<file path="src/rtl/frg_pkg.sv">
// Shared types and constants of the message fragmenter and framer.
package frg_pkg;

  // Header bytes in front of each fragment
  localparam int HeaderBytes = 9;
  localparam int HdrCntBits  = $clog2(HeaderBytes);
  // Widest message length that a queued request can carry
  localparam int LenMaxBits  = 32;
  // Fragment payload size after reset
  localparam logic [15:0] MssReset = 16'd1024;

  typedef enum logic {
    OP_START = 1'b0,
    OP_BYTE  = 1'b1
  } op_e;

  typedef enum logic [1:0] {
    KIND_STATUS  = 2'd0,
    KIND_HEADER  = 2'd1,
    KIND_PAYLOAD = 2'd2
  } kind_e;

  typedef enum logic [1:0] {
    ST_OK       = 2'd0,
    ST_MSS_ZERO = 2'd1,
    ST_TOO_MANY = 2'd2,
    ST_STRAY    = 2'd3
  } status_e;

  // Classified request handed from the front to the back
  typedef enum logic [1:0] {
    CMD_ERROR = 2'd0,
    CMD_START = 2'd1,
    CMD_EMPTY = 2'd2,
    CMD_BYTE  = 2'd3
  } cmd_e;

  typedef struct packed {
    cmd_e                  cmd;
    status_e               status;
    logic [31:0]           session;
    logic [15:0]           packet;
    logic [LenMaxBits-1:0] len;
    logic [15:0]           mss;
    logic [7:0]            nfrags;
    logic [7:0]            data;
  } cmd_t;

  typedef enum logic [1:0] {
    FS_IDLE   = 2'd0,
    FS_CHECK  = 2'd1,
    FS_DIVIDE = 2'd2,
    FS_PUSH   = 2'd3
  } front_state_e;

  typedef enum logic [1:0] {
    BS_IDLE   = 2'd0,
    BS_HEADER = 2'd1,
    BS_DATA   = 2'd2
  } back_state_e;

endpackage

</file>
<file path="src/rtl/frg_in_if.sv">
// Input request channel: start or payload byte.
interface frg_in_if #(
  parameter int LEN_BITS = 24
);
  logic                valid;
  logic                ready;
  logic                op;
  logic [31:0]         sess_id;
  logic [15:0]         pkt_id;
  logic [LEN_BITS-1:0] msg_len;
  logic [7:0]          data_byte;

  modport source (output valid, op, sess_id, pkt_id, msg_len, data_byte,
                  input ready);
  modport sink   (input valid, op, sess_id, pkt_id, msg_len, data_byte,
                  output ready);
endinterface

</file>
<file path="src/rtl/frg_out_if.sv">
// Output result channel: status, header byte or payload byte.
interface frg_out_if;
  logic       valid;
  logic       ready;
  logic [1:0] kind;
  logic [7:0] out_byte;
  logic [7:0] frag_index;
  logic       frag_end;
  logic [1:0] status;
  logic       last;

  modport source (output valid, kind, out_byte, frag_index, frag_end, status, last,
                  input ready);
  modport sink   (input valid, kind, out_byte, frag_index, frag_end, status, last,
                  output ready);
endinterface

</file>
<file path="src/rtl/frg_cmd_fifo.sv">
// Two-entry request queue between the front and the back.
module frg_cmd_fifo (
  input  logic          clk_i,
  input  logic          rst_ni,
  input  logic          push_i,
  input  frg_pkg::cmd_t push_cmd_i,
  output logic          full_o,
  output logic          head_valid_o,
  output frg_pkg::cmd_t head_cmd_o,
  input  logic          pop_i
);

  frg_pkg::cmd_t entry_q [2];
  logic          wr_ptr_q, wr_ptr_d;
  logic          rd_ptr_q, rd_ptr_d;
  logic [1:0]    count_q, count_d;
  logic          do_push, do_pop;

  assign full_o       = (count_q == 2'd2);
  assign head_valid_o = (count_q != 2'd0);
  assign head_cmd_o   = entry_q[rd_ptr_q];
  assign do_push      = push_i && !full_o;
  assign do_pop       = pop_i && head_valid_o;

  // Pointer and fill bookkeeping
  always_comb begin
    wr_ptr_d = do_push ? ~wr_ptr_q : wr_ptr_q;
    rd_ptr_d = do_pop ? ~rd_ptr_q : rd_ptr_q;
    count_d  = count_q + {1'b0, do_push} - {1'b0, do_pop};
  end

  always_ff @(posedge clk_i or negedge rst_ni) begin
    if (!rst_ni) begin
      wr_ptr_q <= 1'b0;
      rd_ptr_q <= 1'b0;
      count_q  <= 2'd0;
    end else begin
      wr_ptr_q <= wr_ptr_d;
      rd_ptr_q <= rd_ptr_d;
      count_q  <= count_d;
    end
  end

  // Storage
  always_ff @(posedge clk_i) begin
    if (do_push) begin
      entry_q[wr_ptr_q] <= push_cmd_i;
    end
  end

endmodule

</file>
<file path="src/rtl/frg_front.sv">
// Front end: accepts requests, checks starts and counts fragments.
module frg_front #(
  parameter int LEN_BITS = 24
) (
  input  logic          clk_i,
  input  logic          rst_ni,
  frg_in_if.sink        req_i,
  input  logic [15:0]   mss_i,
  output logic          push_o,
  output frg_pkg::cmd_t push_cmd_o,
  input  logic          full_i
);

  localparam int DivW = (LEN_BITS > 24) ? LEN_BITS : 24;

  frg_pkg::front_state_e state_q, state_d;
  logic [31:0]           session_q, session_d;
  logic [15:0]           packet_q, packet_d;
  logic [LEN_BITS-1:0]   len_q, len_d;
  logic [15:0]           mss_q, mss_d;
  logic [DivW-1:0]       rem_q, rem_d;
  logic [7:0]            quo_q, quo_d;
  logic [2:0]            step_q, step_d;

  logic                  accept;
  logic                  is_start;
  logic [23:0]           limit;
  logic                  len_zero;
  logic                  too_many;
  logic [DivW-1:0]       trial;
  logic                  trial_fits;

  assign req_i.ready = (state_q == frg_pkg::FS_IDLE) && !full_i;
  assign accept      = req_i.valid && req_i.ready;
  assign is_start    = (req_i.op == frg_pkg::OP_START);

  // Largest length that still fits in 255 fragments: 255 * mss
  assign limit      = {mss_q, 8'h00} - {8'h00, mss_q};
  assign len_zero   = (len_q == '0);
  assign too_many   = (DivW'(len_q) > DivW'(limit));
  // Restoring divide, one quotient bit per cycle
  assign trial      = DivW'(mss_q) << step_q;
  assign trial_fits = (rem_q >= trial);

  // Next state
  always_comb begin
    state_d = state_q;
    unique case (state_q)
      frg_pkg::FS_IDLE: begin
        if (accept && is_start && (mss_i != 16'd0)) begin
          state_d = frg_pkg::FS_CHECK;
        end
      end
      frg_pkg::FS_CHECK: begin
        if (!full_i) begin
          state_d = (len_zero || too_many) ? frg_pkg::FS_IDLE : frg_pkg::FS_DIVIDE;
        end
      end
      frg_pkg::FS_DIVIDE: begin
        if (step_q == 3'd0) begin
          state_d = frg_pkg::FS_PUSH;
        end
      end
      frg_pkg::FS_PUSH: begin
        if (!full_i) begin
          state_d = frg_pkg::FS_IDLE;
        end
      end
      default: state_d = frg_pkg::FS_IDLE;
    endcase
  end

  // Outputs and datapath
  always_comb begin
    push_o     = 1'b0;
    push_cmd_o = '{
      cmd:     frg_pkg::CMD_BYTE,
      status:  frg_pkg::ST_OK,
      session: session_q,
      packet:  packet_q,
      len:     frg_pkg::LenMaxBits'(len_q),
      mss:     mss_q,
      nfrags:  quo_q,
      data:    req_i.data_byte
    };
    session_d = session_q;
    packet_d  = packet_q;
    len_d     = len_q;
    mss_d     = mss_q;
    rem_d     = rem_q;
    quo_d     = quo_q;
    step_d    = step_q;
    unique case (state_q)
      frg_pkg::FS_IDLE: begin
        if (accept) begin
          if (!is_start) begin
            push_o = 1'b1;
          end else if (mss_i == 16'd0) begin
            push_o            = 1'b1;
            push_cmd_o.cmd    = frg_pkg::CMD_ERROR;
            push_cmd_o.status = frg_pkg::ST_MSS_ZERO;
          end else begin
            session_d = req_i.sess_id;
            packet_d  = req_i.pkt_id;
            len_d     = req_i.msg_len;
            mss_d     = mss_i;
          end
        end
      end
      frg_pkg::FS_CHECK: begin
        rem_d  = DivW'(len_q);
        quo_d  = 8'd0;
        step_d = 3'd7;
        if (!full_i) begin
          if (len_zero) begin
            push_o         = 1'b1;
            push_cmd_o.cmd = frg_pkg::CMD_EMPTY;
          end else if (too_many) begin
            push_o            = 1'b1;
            push_cmd_o.cmd    = frg_pkg::CMD_ERROR;
            push_cmd_o.status = frg_pkg::ST_TOO_MANY;
          end
        end
      end
      frg_pkg::FS_DIVIDE: begin
        if (trial_fits) begin
          rem_d         = rem_q - trial;
          quo_d[step_q] = 1'b1;
        end
        step_d = step_q - 3'd1;
      end
      frg_pkg::FS_PUSH: begin
        // Round up when a partial fragment remains
        push_cmd_o.cmd    = frg_pkg::CMD_START;
        push_cmd_o.nfrags = quo_q + {7'd0, (rem_q != '0)};
        push_o            = !full_i;
      end
      default: ;
    endcase
  end

  always_ff @(posedge clk_i or negedge rst_ni) begin
    if (!rst_ni) begin
      state_q <= frg_pkg::FS_IDLE;
    end else begin
      state_q <= state_d;
    end
  end

  always_ff @(posedge clk_i) begin
    session_q <= session_d;
    packet_q  <= packet_d;
    len_q     <= len_d;
    mss_q     <= mss_d;
    rem_q     <= rem_d;
    quo_q     <= quo_d;
    step_q    <= step_d;
  end

endmodule

</file>
<file path="src/rtl/frg_back.sv">
// Back end: keeps message state, emits status, header and payload results.
module frg_back #(
  parameter int LEN_BITS = 24
) (
  input  logic          clk_i,
  input  logic          rst_ni,
  input  logic          head_valid_i,
  input  frg_pkg::cmd_t head_cmd_i,
  output logic          pop_o,
  frg_out_if.source     rsp_o
);

  localparam int CmpW = (LEN_BITS > 16) ? LEN_BITS : 16;
  localparam logic [frg_pkg::HdrCntBits-1:0] HdrLast =
    frg_pkg::HdrCntBits'(frg_pkg::HeaderBytes - 1);

  frg_pkg::back_state_e state_q, state_d;
  logic [frg_pkg::HdrCntBits-1:0] hcnt_q, hcnt_d;
  logic                 active_q, active_d;
  logic [31:0]          session_q, session_d;
  logic [15:0]          packet_q, packet_d;
  logic [7:0]           total_q, total_d;
  logic [7:0]           next_q, next_d;
  logic [LEN_BITS-1:0]  msg_left_q, msg_left_d;
  logic [15:0]          frag_left_q, frag_left_d;
  logic [15:0]          mss_q, mss_d;

  // Output register
  logic                 rsp_valid_q, rsp_valid_d;
  frg_pkg::kind_e       kind_q, kind_d;
  logic [7:0]           byte_q, byte_d;
  logic [7:0]           idx_q, idx_d;
  logic                 fend_q, fend_d;
  frg_pkg::status_e     status_q, status_d;
  logic                 last_q, last_d;

  logic                 emit_ok;
  logic                 is_empty;
  logic                 hdr_done;
  logic                 open_frag;
  logic                 do_payload;
  logic [7:0]           hdr_byte;
  logic [15:0]          fl_dec;
  logic [LEN_BITS-1:0]  ml_dec;
  logic [CmpW-1:0]      ml_ext;
  logic [15:0]          chunk;

  assign emit_ok   = !rsp_valid_q || rsp_o.ready;
  assign is_empty  = (head_cmd_i.cmd == frg_pkg::CMD_EMPTY);
  assign hdr_done  = (hcnt_q == HdrLast);
  assign open_frag = (frag_left_q == 16'd0);
  assign do_payload =
    emit_ok && (((state_q == frg_pkg::BS_IDLE) && head_valid_i &&
                 (head_cmd_i.cmd == frg_pkg::CMD_BYTE) && active_q && !open_frag) ||
                (state_q == frg_pkg::BS_DATA));

  assign fl_dec = frag_left_q - 16'd1;
  assign ml_dec = msg_left_q - LEN_BITS'(1);
  // Bytes in the fragment about to open
  assign ml_ext = CmpW'(msg_left_q);
  assign chunk  = (ml_ext < CmpW'(mss_q)) ? ml_ext[15:0] : mss_q;

  // Header byte, big-endian fields
  always_comb begin
    unique case (hcnt_q)
      4'd0:    hdr_byte = session_q[31:24];
      4'd1:    hdr_byte = session_q[23:16];
      4'd2:    hdr_byte = session_q[15:8];
      4'd3:    hdr_byte = session_q[7:0];
      4'd4:    hdr_byte = packet_q[15:8];
      4'd5:    hdr_byte = packet_q[7:0];
      4'd7:    hdr_byte = next_q;
      4'd8:    hdr_byte = total_q;
      default: hdr_byte = 8'h00;
    endcase
  end

  // Next state
  always_comb begin
    state_d = state_q;
    unique case (state_q)
      frg_pkg::BS_IDLE: begin
        if (head_valid_i && emit_ok) begin
          if (is_empty) begin
            state_d = frg_pkg::BS_HEADER;
          end else if ((head_cmd_i.cmd == frg_pkg::CMD_BYTE) && active_q && open_frag) begin
            state_d = frg_pkg::BS_HEADER;
          end
        end
      end
      frg_pkg::BS_HEADER: begin
        if (emit_ok && hdr_done) begin
          state_d = is_empty ? frg_pkg::BS_IDLE : frg_pkg::BS_DATA;
        end
      end
      frg_pkg::BS_DATA: begin
        if (emit_ok) begin
          state_d = frg_pkg::BS_IDLE;
        end
      end
      default: state_d = frg_pkg::BS_IDLE;
    endcase
  end

  // Outputs and message state
  always_comb begin
    pop_o       = 1'b0;
    hcnt_d      = hcnt_q;
    active_d    = active_q;
    session_d   = session_q;
    packet_d    = packet_q;
    total_d     = total_q;
    next_d      = next_q;
    msg_left_d  = msg_left_q;
    frag_left_d = frag_left_q;
    mss_d       = mss_q;
    rsp_valid_d = rsp_valid_q && !rsp_o.ready;
    kind_d      = kind_q;
    byte_d      = byte_q;
    idx_d       = idx_q;
    fend_d      = fend_q;
    status_d    = status_q;
    last_d      = last_q;

    unique case (state_q)
      frg_pkg::BS_IDLE: begin
        if (head_valid_i && emit_ok) begin
          unique case (head_cmd_i.cmd)
            frg_pkg::CMD_ERROR: begin
              active_d    = 1'b0;
              pop_o       = 1'b1;
              rsp_valid_d = 1'b1;
              kind_d      = frg_pkg::KIND_STATUS;
              byte_d      = 8'd0;
              idx_d       = 8'd0;
              fend_d      = 1'b0;
              status_d    = head_cmd_i.status;
              last_d      = 1'b1;
            end
            frg_pkg::CMD_START: begin
              active_d    = 1'b1;
              session_d   = head_cmd_i.session;
              packet_d    = head_cmd_i.packet;
              total_d     = head_cmd_i.nfrags;
              next_d      = 8'd0;
              msg_left_d  = head_cmd_i.len[LEN_BITS-1:0];
              frag_left_d = 16'd0;
              mss_d       = head_cmd_i.mss;
              pop_o       = 1'b1;
              rsp_valid_d = 1'b1;
              kind_d      = frg_pkg::KIND_STATUS;
              byte_d      = 8'd0;
              idx_d       = 8'd0;
              fend_d      = 1'b0;
              status_d    = frg_pkg::ST_OK;
              last_d      = 1'b1;
            end
            frg_pkg::CMD_EMPTY: begin
              // One empty fragment: header only
              active_d    = 1'b0;
              session_d   = head_cmd_i.session;
              packet_d    = head_cmd_i.packet;
              total_d     = 8'd1;
              next_d      = 8'd0;
              msg_left_d  = '0;
              frag_left_d = 16'd0;
              hcnt_d      = '0;
            end
            frg_pkg::CMD_BYTE: begin
              if (!active_q) begin
                pop_o       = 1'b1;
                rsp_valid_d = 1'b1;
                kind_d      = frg_pkg::KIND_STATUS;
                byte_d      = 8'd0;
                idx_d       = 8'd0;
                fend_d      = 1'b0;
                status_d    = frg_pkg::ST_STRAY;
                last_d      = 1'b1;
              end else if (open_frag) begin
                frag_left_d = chunk;
                hcnt_d      = '0;
              end
            end
            default: ;
          endcase
        end
      end
      frg_pkg::BS_HEADER: begin
        if (emit_ok) begin
          rsp_valid_d = 1'b1;
          kind_d      = frg_pkg::KIND_HEADER;
          byte_d      = hdr_byte;
          idx_d       = next_q;
          fend_d      = hdr_done && is_empty;
          status_d    = frg_pkg::ST_OK;
          last_d      = hdr_done && is_empty;
          hcnt_d      = hdr_done ? '0 : hcnt_q + frg_pkg::HdrCntBits'(1);
          if (hdr_done && is_empty) begin
            next_d = 8'd1;
            pop_o  = 1'b1;
          end
        end
      end
      default: ;
    endcase

    // Payload byte pass-through
    if (do_payload) begin
      pop_o       = 1'b1;
      rsp_valid_d = 1'b1;
      kind_d      = frg_pkg::KIND_PAYLOAD;
      byte_d      = head_cmd_i.data;
      idx_d       = next_q;
      fend_d      = (fl_dec == 16'd0);
      status_d    = frg_pkg::ST_OK;
      last_d      = 1'b1;
      frag_left_d = fl_dec;
      msg_left_d  = ml_dec;
      if (fl_dec == 16'd0) begin
        next_d = next_q + 8'd1;
      end
      if (ml_dec == '0) begin
        active_d    = 1'b0;
        frag_left_d = 16'd0;
      end
    end
  end

  always_ff @(posedge clk_i or negedge rst_ni) begin
    if (!rst_ni) begin
      state_q     <= frg_pkg::BS_IDLE;
      hcnt_q      <= '0;
      active_q    <= 1'b0;
      session_q   <= 32'd0;
      packet_q    <= 16'd0;
      total_q     <= 8'd0;
      next_q      <= 8'd0;
      msg_left_q  <= '0;
      frag_left_q <= 16'd0;
      mss_q       <= 16'd0;
      rsp_valid_q <= 1'b0;
    end else begin
      state_q     <= state_d;
      hcnt_q      <= hcnt_d;
      active_q    <= active_d;
      session_q   <= session_d;
      packet_q    <= packet_d;
      total_q     <= total_d;
      next_q      <= next_d;
      msg_left_q  <= msg_left_d;
      frag_left_q <= frag_left_d;
      mss_q       <= mss_d;
      rsp_valid_q <= rsp_valid_d;
    end
  end

  always_ff @(posedge clk_i) begin
    kind_q   <= kind_d;
    byte_q   <= byte_d;
    idx_q    <= idx_d;
    fend_q   <= fend_d;
    status_q <= status_d;
    last_q   <= last_d;
  end

  assign rsp_o.valid      = rsp_valid_q;
  assign rsp_o.kind       = kind_q;
  assign rsp_o.out_byte   = byte_q;
  assign rsp_o.frag_index = idx_q;
  assign rsp_o.frag_end   = fend_q;
  assign rsp_o.status     = status_q;
  assign rsp_o.last       = last_q;

endmodule

</file>
<file path="src/rtl/message_fragmenter_framer_unit.sv">
// Top level of the message fragmenter and framer.
//
//   channel      dir  handshake        payload
//   req_i        in   valid / ready    op, sess_id, pkt_id, msg_len, data_byte
//   rsp_o        out  valid / ready    kind, out_byte, frag_index, frag_end, status, last
//   cfg_we_i     in   write enable     cfg_wdata_i: fragment payload size
//
// A payload byte inside an open fragment goes through the front and then the back;
// back to back such bytes stream at one per cycle while rsp_o.ready stays high. A
// byte that opens a fragment holds the back for a setup step, nine header bytes,
// then the byte. A start holds the front for a check, an 8-step restoring divide,
// one quotient bit per cycle, and then the push. A two-entry request queue lets
// the front take new requests while the back still emits. Reset clears all
// control state at once; there is no clearing pass. Results wait in an output
// register while rsp_o.ready is low.
module message_fragmenter_framer_unit #(
  parameter int LEN_BITS = 24
) (
  input  logic        clk_i,
  input  logic        rst_ni,
  frg_in_if.sink      req_i,
  frg_out_if.source   rsp_o,
  input  logic        cfg_we_i,
  input  logic [15:0] cfg_wdata_i
);

  logic [15:0]   mss_q;
  logic          push;
  frg_pkg::cmd_t push_cmd;
  logic          full;
  logic          head_valid;
  frg_pkg::cmd_t head_cmd;
  logic          pop;

  // Fragment payload size register
  always_ff @(posedge clk_i or negedge rst_ni) begin
    if (!rst_ni) begin
      mss_q <= frg_pkg::MssReset;
    end else if (cfg_we_i) begin
      mss_q <= cfg_wdata_i;
    end
  end

  frg_front #(
    .LEN_BITS (LEN_BITS)
  ) u_front (
    .clk_i      (clk_i),
    .rst_ni     (rst_ni),
    .req_i      (req_i),
    .mss_i      (mss_q),
    .push_o     (push),
    .push_cmd_o (push_cmd),
    .full_i     (full)
  );

  frg_cmd_fifo u_queue (
    .clk_i        (clk_i),
    .rst_ni       (rst_ni),
    .push_i       (push),
    .push_cmd_i   (push_cmd),
    .full_o       (full),
    .head_valid_o (head_valid),
    .head_cmd_o   (head_cmd),
    .pop_i        (pop)
  );

  frg_back #(
    .LEN_BITS (LEN_BITS)
  ) u_back (
    .clk_i        (clk_i),
    .rst_ni       (rst_ni),
    .head_valid_i (head_valid),
    .head_cmd_i   (head_cmd),
    .pop_o        (pop),
    .rsp_o        (rsp_o)
  );

endmodule

</file>
<file path="src/flat_wrapper.sv">
// flat-port wrapper written by rule: the top's interface ports become plain ports
module message_fragmenter_framer_unit_flat 
#(
  parameter int LEN_BITS = 24
)
  (clk_i, rst_ni, cfg_we_i, cfg_wdata_i, req_i_valid, req_i_op, req_i_sess_id, req_i_pkt_id, req_i_msg_len, req_i_data_byte, req_i_ready, rsp_o_valid, rsp_o_kind, rsp_o_out_byte, rsp_o_frag_index, rsp_o_frag_end, rsp_o_status, rsp_o_last, rsp_o_ready);
  frg_in_if #(.LEN_BITS(LEN_BITS)) req_i_i ();
  frg_out_if rsp_o_i ();
  input  logic clk_i;
  input  logic rst_ni;
  input  logic cfg_we_i;
  input  logic [15:0] cfg_wdata_i;
  input wire logic [$bits(req_i_i.valid)-1:0] req_i_valid;
  input wire logic [$bits(req_i_i.op)-1:0] req_i_op;
  input wire logic [$bits(req_i_i.sess_id)-1:0] req_i_sess_id;
  input wire logic [$bits(req_i_i.pkt_id)-1:0] req_i_pkt_id;
  input wire logic [$bits(req_i_i.msg_len)-1:0] req_i_msg_len;
  input wire logic [$bits(req_i_i.data_byte)-1:0] req_i_data_byte;
  output wire logic [$bits(req_i_i.ready)-1:0] req_i_ready;
  output wire logic [$bits(rsp_o_i.valid)-1:0] rsp_o_valid;
  output wire logic [$bits(rsp_o_i.kind)-1:0] rsp_o_kind;
  output wire logic [$bits(rsp_o_i.out_byte)-1:0] rsp_o_out_byte;
  output wire logic [$bits(rsp_o_i.frag_index)-1:0] rsp_o_frag_index;
  output wire logic [$bits(rsp_o_i.frag_end)-1:0] rsp_o_frag_end;
  output wire logic [$bits(rsp_o_i.status)-1:0] rsp_o_status;
  output wire logic [$bits(rsp_o_i.last)-1:0] rsp_o_last;
  input wire logic [$bits(rsp_o_i.ready)-1:0] rsp_o_ready;
  assign req_i_i.valid = req_i_valid;
  assign req_i_i.op = req_i_op;
  assign req_i_i.sess_id = req_i_sess_id;
  assign req_i_i.pkt_id = req_i_pkt_id;
  assign req_i_i.msg_len = req_i_msg_len;
  assign req_i_i.data_byte = req_i_data_byte;
  assign req_i_ready = req_i_i.ready;
  assign rsp_o_valid = rsp_o_i.valid;
  assign rsp_o_kind = rsp_o_i.kind;
  assign rsp_o_out_byte = rsp_o_i.out_byte;
  assign rsp_o_frag_index = rsp_o_i.frag_index;
  assign rsp_o_frag_end = rsp_o_i.frag_end;
  assign rsp_o_status = rsp_o_i.status;
  assign rsp_o_last = rsp_o_i.last;
  assign rsp_o_i.ready = rsp_o_ready;
  message_fragmenter_framer_unit #(.LEN_BITS(LEN_BITS)) u_core (.clk_i(clk_i), .rst_ni(rst_ni), .req_i(req_i_i), .rsp_o(rsp_o_i), .cfg_we_i(cfg_we_i), .cfg_wdata_i(cfg_wdata_i));
endmodule
</file>
<file path="config.mk">
export PLATFORM = sky130hd
export DESIGN_NAME = message_fragmenter_framer_unit_flat
export DESIGN_NICKNAME = d
export VERILOG_FILES = /design/src/rtl/frg_pkg.sv /design/src/rtl/frg_in_if.sv /design/src/rtl/frg_out_if.sv /design/src/rtl/frg_cmd_fifo.sv /design/src/rtl/frg_front.sv /design/src/rtl/frg_back.sv /design/src/rtl/message_fragmenter_framer_unit.sv /design/src/flat_wrapper.sv
export SDC_FILE = /design/constraint.sdc
export NUM_CORES = 1
export LEC_CHECK = 0
export ABC_AREA = 0
export BUFFER_PORTS_ARGS = -buffer_cell sky130_fd_sc_hd__buf_2
export CAP_MARGIN = 20
export CORE_MARGIN = 4
export CORE_UTILIZATION = 25
export CTS_CLUSTER_DIAMETER = 60
export DETAILED_ROUTE_END_ITERATION = 10
export PLACE_DENSITY_LB_ADDON = 0.2
export SYNTH_ARGS = -nofsm -noshare
export SYNTH_HDL_FRONTEND = slang
export SYNTH_SLANG_ARGS = --single-unit
</file>
<file path="constraint.sdc">
create_clock -name clk_i -period 10.6 [get_ports clk_i]
set_clock_uncertainty 0.15 [all_clocks]
set_input_delay 2.12 -clock clk_i [delete_from_list [all_inputs] [get_ports clk_i]]
set_output_delay 2.12 -clock clk_i [all_outputs]
set_load 0.02 [all_outputs]
</file>
Word level (Yosys, flattened, before mapping)
Memories as Yosys holds them, arrays and structs flattened. Index checks and enable logic that the tools add are counted.

Add/subtract/negate cells: 10. Magnitude comparators: 5. Equality and inequality tests: 38. Shift-type cells: 1. Mux-type cells: 113. Bitwise logic cells: 5. Reductions and logical operators: 62.

Operators with widths (number): 16-bit 2-to-1 mux (7); 8-bit 2-to-1 mux (14); 24-bit 2-to-1 mux (4); 24-bit one-hot mux with 2 select lines (2); 8-bit one-hot mux with 2 select lines (6); 8-bit one-hot mux with 8 select lines (1); 16-bit zero test (3); 24-bit zero test (2); 4-bit 2-to-1 mux (10); 2-bit 2-to-1 mux (18); 16-bit one-hot mux with 2 select lines (1); 1-bit 2-to-1 mux (28); 24-bit greater-or-equal comparator (1); 24-bit > comparator (1); 24-bit by 16-bit less-than comparator with 1-bit output (1); 24-bit nonzero test (1); 16-bit by 3-bit left shift with 24-bit output (1); 24-bit by 1-bit subtractor with 24-bit output, second input constant (1); 24-bit by 16-bit subtractor with 24-bit output (1); 24-bit subtractor (1); 5-bit AND reduction (4); 1-bit logical AND (18); 3-bit != test, second input constant (6); 1-bit one-hot mux with 2 select lines (9); other kinds (43) (93).

Bits in registers: 295. Memory bits (writable): 216. Input bits: 102. Output and inout bits: 24. Word-level logic and storage cells: 264. Memories kept: 1.

Memory list: u_core.u_queue.entry_q (words 2, width 108, read ports 1, clocked after Yosys merged registers in 0, wr ports 1, line frg_cmd_fifo.sv:13) `frg_pkg::cmd_t entry_q [2];`.

Logic depth before layout (Yosys ltp)
Gate-level depths: netlist (run 1).

Depth after elaboration: 10. Gate-level depth with buffers: 24. Depth with buffers taken out: 23.

Cells and area by module
A second synthesis (run 1) with hierarchy kept.

Cell total of the unflattened synthesis: 2023. Area, all modules: 25938.6 µm².

Modules (own cells, without submodules): frg_cmd_fifo (times used 1, cells each 379, area an instance 8682.1 µm²); frg_back (times used 1, cells each 857, area an instance 8553.2 µm²); frg_front (times used 1, cells each 753, area an instance 8052.7 µm²); message_fragmenter_framer_unit (times used 1, cells each 34, area an instance 650.6 µm²).

Least setup slack after synthesis (run 1)
No wires, ideal clock.

Path kind: reg2reg. Start point: register u_core.u_front.mss_q[4]. End point: memory u_core.u_queue.entry_q[0][0] (netlist name), enable pin. Library setup time: 0.735 ns. Data arrival time: 10.837 ns. Data required time: 9.715 ns. Setup slack: -1.122 ns. Cell stages (with the launch flop): 16. Buffers on the path: 0. Path through: edfxtp_1 > or3_1 > nor3b_1 > a31oi_1 > o21ai_0 > a211oi_1 > o21ai_0 > nor2_1 > xnor2_1 > ha_1 > nand4_1 > o21ai_0 > nand2_1 > o21ai_0 > o21ai_0 > a211oi_1.

Cells in the longest elaborated chain, start to end: 9.

RTL lines: from (decl) (line frg_front.sv:20) `logic [15:0] mss_q, mss_d;`; from (signal assigned) (line frg_front.sv:154) `mss_q <= mss_d;`; 24-bit by 16-bit subtractor with 24-bit output (line frg_front.sv:38) `assign limit = {mss_q, 8'h00} - {8'h00, mss_q};`; 24-bit > comparator (line frg_front.sv:40) `assign too_many = (DivW'(len_q) > DivW'(limit));`; 1-bit 2-to-1 mux (line frg_front.sv:118) `end else if (too_many) begin`; 1-bit 2-to-1 mux (line frg_front.sv:115) `if (len_zero) begin`; 1-bit 2-to-1 mux (line frg_front.sv:114) `if (!full_i) begin`; 1-bit one-hot mux with 3 select lines (line frg_front.sv:93) `unique case (state_q)`; 1-bit logical AND (line frg_cmd_fifo.sv:22) `assign do_push = push_i && !full_o;`; 1-bit 2-to-1 mux (line frg_cmd_fifo.sv:46) `if (do_push) begin`; 1-bit 2-to-1 mux (not written as such) (line frg_cmd_fifo.sv:47) `entry_q[wr_ptr_q] <= push_cmd_i;`; to (decl) (line frg_cmd_fifo.sv:13).

No other way between the ends.

Worst setup path after layout (run 1)
Start point: register u_core.u_front.mss_q[4]. End point: memory u_core.u_queue.entry_q[1][1] (netlist name), enable pin.

Same word-level chain as after synthesis.

==> results of run 1 <==
-- cell type report --
class                   count  area, um^2
flip-flops and latches    511       14500
clock buffers              88        1830
inverters                  62         234
well taps                1265        1580
clock inverters            32         357
repair buffers            149         852
multi-input cells        1300        9160
fillers                  9792       67000
-- worst register-to-register path, cell delays in order, from the launching register on --
cell and delay (ps):
edfxtp_1 560, or3_1 470, nor3b_1 420, a31oi_1 180, o21ai_0 300, a211oi_1 200
o21ai_0 450, nor2_1 100, xnor2_1 150, ha_1 320, nand4_1 110, o21ai_0 280
nand2_1 110, o21ai_0 130, o21ai_0 300, a211oi_4 270, buf_4 540, buf_4 820
-- worst max path at each step --
stage                                      to                     from  cells after the start  slack [ps]
6_report         u_core.u_queue.entry_q[1][1]  u_core.u_front.mss_q[4]                     17        4260
5_1_grt        u_core.u_queue.entry_q[0][101]  u_core.u_front.mss_q[4]                     17        3720
4_1_cts         u_core.u_queue.entry_q[0][75]  u_core.u_front.mss_q[4]                     17        4230
3_5_place_dp    u_core.u_queue.entry_q[0][86]  u_core.u_front.mss_q[4]                     17        4260
3_3_place_gp    u_core.u_queue.entry_q[1][77]  u_core.u_front.mss_q[4]                     17        4310
2_1_floorplan    u_core.u_queue.entry_q[0][0]  u_core.u_front.mss_q[4]                     15       -1120
-- layer usage --
| metal | share of wire | global-route usage | vias up |
|---|---|---|---|
| li1 | - | - | 7705 |
| met1 | 0.48 | 0.191 | 8062 |
| met2 | 0.46 | 0.215 | 302 |
| met3 | 0.034 | 0.0178 | 78 |
| met4 | 0.020 | 0.0400 | 2 |
| met5 | 0.00019 | 0 | - |
-- kinds of logic after synthesis --
family	Yosys count
mux	175
flops	511
buf+inv	151
xor+xnor	51
fa+ha+maj	95
compound gates	468
simple gates	511
-- sequential cells by signal, summed over array words and instances, names as in the netlist, 16 cells and up, named ones only --
signal / flops
u_core.mss_q: 16
u_core.u_back.frag_left_q: 16
u_core.u_back.ml_ext: 24
u_core.u_back.mss_q: 16
u_core.u_back.packet_q: 16
u_core.u_back.session_q: 32
u_core.u_front.len_q: 24
u_core.u_front.mss_q: 16
u_core.u_front.packet_q: 16
u_core.u_front.rem_q: 24
u_core.u_front.session_q: 32
u_core.u_queue.entry_q: 216
-- placed cells by master (no fill, tap or decap), types with 16 or more instances in the layout --
| master | count |
|---|---|
| a22oi_1 | 21 |
| dfrtp_1 | 148 |
| nand2_1 | 175 |
| clkbuf_1 | 16 |
| o21ai_0 | 146 |
| nand4_1 | 26 |
| o31ai_1 | 25 |
| inv_1 | 58 |
| nor2b_1 | 20 |
| nand3_1 | 24 |
| nand2b_1 | 19 |
| a21oi_1 | 89 |
| nor4_1 | 31 |
| buf_2 | 124 |
| clkbuf_16 | 69 |
| mux2i_1 | 116 |
| a211oi_1 | 18 |
| xor2_1 | 17 |
| o21a_1 | 19 |
| nor3_1 | 45 |
| a21o_1 | 21 |
| mux2_2 | 53 |
| ha_1 | 94 |
| edfxtp_1 | 356 |
| nor2_1 | 91 |
| xnor2_1 | 34 |
| buf_4 | 22 |
-- where the power goes --
| part | total [mW] | internal [mW] | leakage [nW] | switching [mW] |
|---|---|---|---|---|
| registers | 3.39 | 2.88 | 5.20 | 0.510 |
| clock network | 2.24 | 1.37 | 1.04 | 0.866 |
| logic | 2.85 | 1.09 | 4.62 | 1.76 |
| total | 8.47 | 5.34 | 10.9 | 3.13 |
-- cells in the mapped netlist, drive strengths merged, types with 10 or more instances --
library cell,number
a222oi,11
a211oi,20
or3,10
ha,94
nor2,93
xnor2,34
o21ai,155
and3,10
nor2b,20
dfrtp,149
a21oi,89
nor3,46
or2,11
edfxtp,356
nand2,175
nand4,26
nand2b,21
o31ai,25
o21a,19
clkbuf,74
xor2,17
mux2i,116
nand3,24
a31oi,11
and2,14
o211ai,15
nor4,34
buf,15
a22oi,21
a21o,21
mux2,53
inv,60
-- metrics by stage --
stage	hold WS (ps)	total power, mW
3_5_place_dp	284	6.29
6_report	291	8.47
2_1_floorplan	271	5.35
5_1_grt	298	9.06
4_1_cts	293	8.59
3_3_place_gp	281	6.26
==> impl_results.md, run 1 <==
- Post-route ant nets: 0
- Wire length of the first global-routing pass: 106 mm
- Number of port buffers: 125
- Antenna violations before repair: 2
- Area share of the largest cell type after synthesis: 0.441
- Sequential area share after synthesis: 0.600
- Maximum VDD drop: 121 uV
- DRT Pass-1 Iters: 6
- Inserted Diodes: 0
- Nets: 2287
- Critical path launch point type: register
- DR vias: 16149
- CP max-delay cell: buf_4
- Crit Path Max Fanout: 64
- R2R Setup Slk: 4260 ps
- DRT iter0 DRCs: 1234
- Critical register-to-register path startpoint: u_core.u_front.mss_q[4]
- Pin count of the biggest net entering global routing: 114
- Netlist cell types: 82
- Top_reg_cell synth: edfxtp_1
- Final WS setup: 4260 ps
- Number of synthesized flops with an enable pin: 356
- Final hold violation count: 0
- Hold Crit Start: u_core.u_front.packet_q[8]
- CP bufs+invs: 2
- Synth Area in Compound Gates: 0.125
- Post_cts resized: 0
- Pins Over Slew Limit: 0
- Clock sinks: 511
- Layout Cells excl Fill: 3407
- Ys Warns: 0
- GR Overflow Total: 0
- H-tree levels: 3
- Critical Path AT: 6390 ps
- Cell count after placement: 3284
- DR vias/cell: 4.74
- Critical-path cell list: or3_1 -> nor3b_1 -> a31oi_1 -> o21ai_0 -> a211oi_1 -> o21ai_0 -> nor2_1 -> xnor2_1 -> ha_1 -> nand4_1 -> o21ai_0 -> nand2_1 -> o21ai_0 -> o21ai_0 -> a211oi_4 -> buf_4 -> buf_4
- Synth Instances: 1962
- Post-route cell area: 28600 um^2
- Post-synthesis mux area share: 0.0781
- Synth-to-Final Area Change: 17.8%
- Leakage: 10.9 nW
- Max clock buf depth: 3
- GRT Total Usage: 0.135
- Crit path required time: 10650 ps
- HP Class: register to register
- Mapped Area: 24200 um^2
- Cell row count: 113
- Syn Nets: 2159
- Clock root cell: clkbuf_16
- Die X-Extent: 319 um
- CTS tree: yes
- Initial Utilization: 0.254
- Dominant cells by area after synthesis: edfxtp_1 (44%), dfrtp_1 (15%), ha_1 (4.9%)
- Simple-gate share of the synthesized area: 0.104
- Final Wtd Congestion: 0.822
- Die height: 319 um
- Setup TNS: 0 ps
- RSZ-0062 raised after global routing: false
- Fraction of registers with async set/reset: 0.294
- Max-cap violation count: 0
- Post-layout util: 0.299
- DRC viols: 0
- Max_slew headroom: 0.371
- Slowest stage delay, CP: 810 ps
- Crit path time final: 6340 ps
- Postcts setup bufs: 0
- Cell taking the most area after synthesis: edfxtp_1
- Nature of the critical path endpoint: register
- XOR/XNOR Fraction of Synth Area: 0.0184
- DR WL/cell: 20.4 um
- FMAX: 158 MHz
- Drt total wl: 69.4 mm
- Worst slew pin tran: 943 ps
- CP most frequent cell: o21ai_0
- Setup Slack @ Placement: 4260 ps
- Register bit total from synthesis: 511
- Ports: 126
- CTS Hold Bufs: 0
- Endpoints failing setup: 0
- Die area: 102000 um^2
- Hold Path End: u_core.u_queue.entry_q[0][64]
- Post-DP Area: 26300 um^2
- Worst reg2reg path depth: 17
- Dpl hpwl: 49.6 mm
- Synth Area in Adders: 0.0494
- Family with the most delay on the worst path: compound AO/OA/AOI/OAI gates
- Worst R2R End: u_core.u_queue.entry_q[1][1]
- Hold depth: 0
- Status: complete, no violations
- Layout cell share with drive strength beyond 1: 0.158
- TritonCTS Buffers: 66
- Type of the worst setup path: register to register
- Final period utilization: 0.598
- Core ar.: 95600 um^2
- PwrDens: 297 nW/um^2
- Number of global-route vias before repair: 16593
- CTS clk-pin slew, worst paths: 60 ps
- Largest family of logic cells by synthesized area: compound AO/OA/AOI/OAI gates
- Syn_area_per_cell: 12.4 um^2
- Clk_lat worst skew: 590 ps
Note: power is estimated with default switching activity, not from simulation.
==> run 2, diff against run 1 <==
==> constraint.sdc (replaced) <==
create_clock -name clk_i -period 6 [get_ports clk_i]
set_clock_uncertainty 0.15 [all_clocks]
set_input_delay 1.2 -clock clk_i [delete_from_list [all_inputs] [get_ports clk_i]]
set_output_delay 1.2 -clock clk_i [all_outputs]
set_load 0.02 [all_outputs]
==> impl_results.md, run 2 (synthesized netlist as in run 1, its figures left out) <==
- Post-DP Area: 26500 um^2
- Final Wtd Congestion: 0.824
- Most frequent cells in the layout: edfxtp_1 (356), nand2_1 (175), dfrtp_1 (148)
- Post_cts resized: 0
- Initial Utilization: 0.254
- RSZ-0062 raised after global routing: false
- Slowest stage delay, CP: 660 ps
- Max_slew headroom: 0.311
- Worst reg2reg path depth: 19
- Hold depth: 0
- Met1 global-route usage: 0.187
- Worst slew pin tran: 1030 ps
- Number of global-route vias before repair: 16645
- Type of the worst setup path: register to register
- Nature of the critical path endpoint: register
- Clock sinks: 511
- Layout cell share with drive strength beyond 1: 0.168
- DRT iter0 DRCs: 1104
- Most common cell after layout, fill and taps aside: edfxtp_1
- Number of port buffers: 125
- Cell count after placement: 3286
- Maximum VDD drop: 351 uV
- Pins Over Slew Limit: 0
- Critical path launch point type: register
- Grt met3 use: 0.0209
- Power Total: 15.0 mW
- Synth-to-Final Area Change: 18.2%
- Final hold violation count: 0
- Sequential cell area: 14500 um^2
- Nets: 2282
- Critical-path cell list: inv_1 -> ha_1 -> nor3b_2 -> a31oi_1 -> o21ai_1 -> a211oi_2 -> o21ai_1 -> nor3_1 -> xnor2_1 -> ha_1 -> a21o_1 -> a21o_1 -> a21oi_1 -> o21ai_1 -> nand2_1 -> o21ai_2 -> o21ai_4 -> a211oi_4 -> buf_12
- Setup Slack @ Placement: 1010 ps
- Max reg flops: 216
- GR Overflow Total: 0
- CTS tree: yes
- Max-cap violation count: 0
- Max clock buf depth: 3
- GR Util met2: 0.215
- Largest reg by FF count: u_core.u_queue.entry_q
- Antenna violations before repair: 5
- Die X-Extent: 319 um
- # fillers: 9764
- Final period utilization: 0.842
- Pin count of the biggest net entering global routing: 114
- Wire length of the first global-routing pass: 106 mm
- DR vias/cell: 4.79
- Clk_lat worst skew: 640 ps
- Final WS setup: 947 ps
- Cell row count: 113
- DRC viols: 0
- DRT Pass-1 Iters: 5
- Crit Path Max Fanout: 68
- CP max-delay cell: edfxtp_1
- Drt total wl: 69.7 mm
- PwrDens: 523 nW/um^2
- Area of the multi-input gates: 9230 um^2
- Post-layout util: 0.300
- Core ar.: 95600 um^2
- Clock root cell: clkbuf_16
- CTS Hold Bufs: 0
- CTS clk-pin slew, worst paths: 60 ps
- Critical Path AT: 5170 ps
- DR WL/cell: 20.5 um
- Die area: 102000 um^2
- Status: complete, no violations
- Crit path required time: 6120 ps
- DR vias: 16288
- FMAX: 198 MHz
- Dpl hpwl: 49.8 mm
- Post-route cell area: 28600 um^2
- Layout Cells excl Fill: 3403
- Postcts setup bufs: 0
- Die height: 319 um
- HP Class: register to register
- Leakage: 10.8 nW
- Endpoints failing setup: 0
- Ports: 126
- Post-route ant nets: 0
- H-tree levels: 2
- Top Usage Layer GRT: met2
- Crit path time final: 5050 ps
- TritonCTS Buffers: 61
- Largest regs: u_core.u_queue.entry_q x216, u_core.u_back.session_q x32, u_core.u_front.session_q x32
- GRT Total Usage: 0.134
- CP most frequent cell: o21ai_1
## run 2: final timing paths
kind	from	endpoint	slack, ps
min in group asynchronous	rst_ni	u_core.mss_q[14]	360
setup / recovery	u_core.u_front.mss_q[0]	u_core.u_queue.entry_q[1][62]	950
setup reg to reg	u_core.u_front.mss_q[0]	u_core.u_queue.entry_q[1][62]	950
max in group asynchronous	rst_ni	u_core.u_back.next_q[2]	4280
hold reg to reg	u_core.u_front.packet_q[12]	u_core.u_queue.entry_q[0][68]	290
hold / removal	u_core.u_front.packet_q[12]	u_core.u_queue.entry_q[0][68]	290
## run 2: critical path: cells and delay by family, from the launching register on
family / cells / cell delay, ps
AOI/OAI and AO/OA: 11 / 2130
xor gates and xnor gates: 1 / 170
adders and majority gates: 2 / 440
buffers and inverters: 2 / 550
DFF: 1 / 660
and+or+nand+nor: 3 / 510
## run 2: stage by stage
step | TNS (ps) | hold slack (ps)
final | 0 | 294
after global routing | 0 | 302
after CTS | 0 | 293
after detailed placement | 0 | 283
after global placement | 0 | 279
after floorplan | -69250 | 271
## run 2: layer usage
layer  up-vias  part of all wire
li1       7692                 -
met1      8170              0.47
met2       325              0.46
met3       101             0.038
met4         0             0.025
met5         -                 0
## run 2: cell type report
| cell class | instances | share of cell area |
|---|---|---|
| Antenna cell | 2 | 0.000175 |
| Clock buffer | 67 | 0.0548 |
| Clock inverter | 47 | 0.0198 |
| Inverter | 62 | 0.00817 |
| Multi-Input combinational cell | 1300 | 0.322 |
| Sequential cell | 511 | 0.508 |
| Tap cell | 1265 | 0.0553 |
| Timing Repair Buffer | 149 | 0.0312 |
## run 2: where the power goes
group | switching (mW) | internal [mW] | total (mW)
registers | 0.939 | 5.08 | 6.02
clock network | 1.54 | 2.34 | 3.87
logic | 3.13 | 1.96 | 5.09
total | 5.61 | 9.37 | 15.0
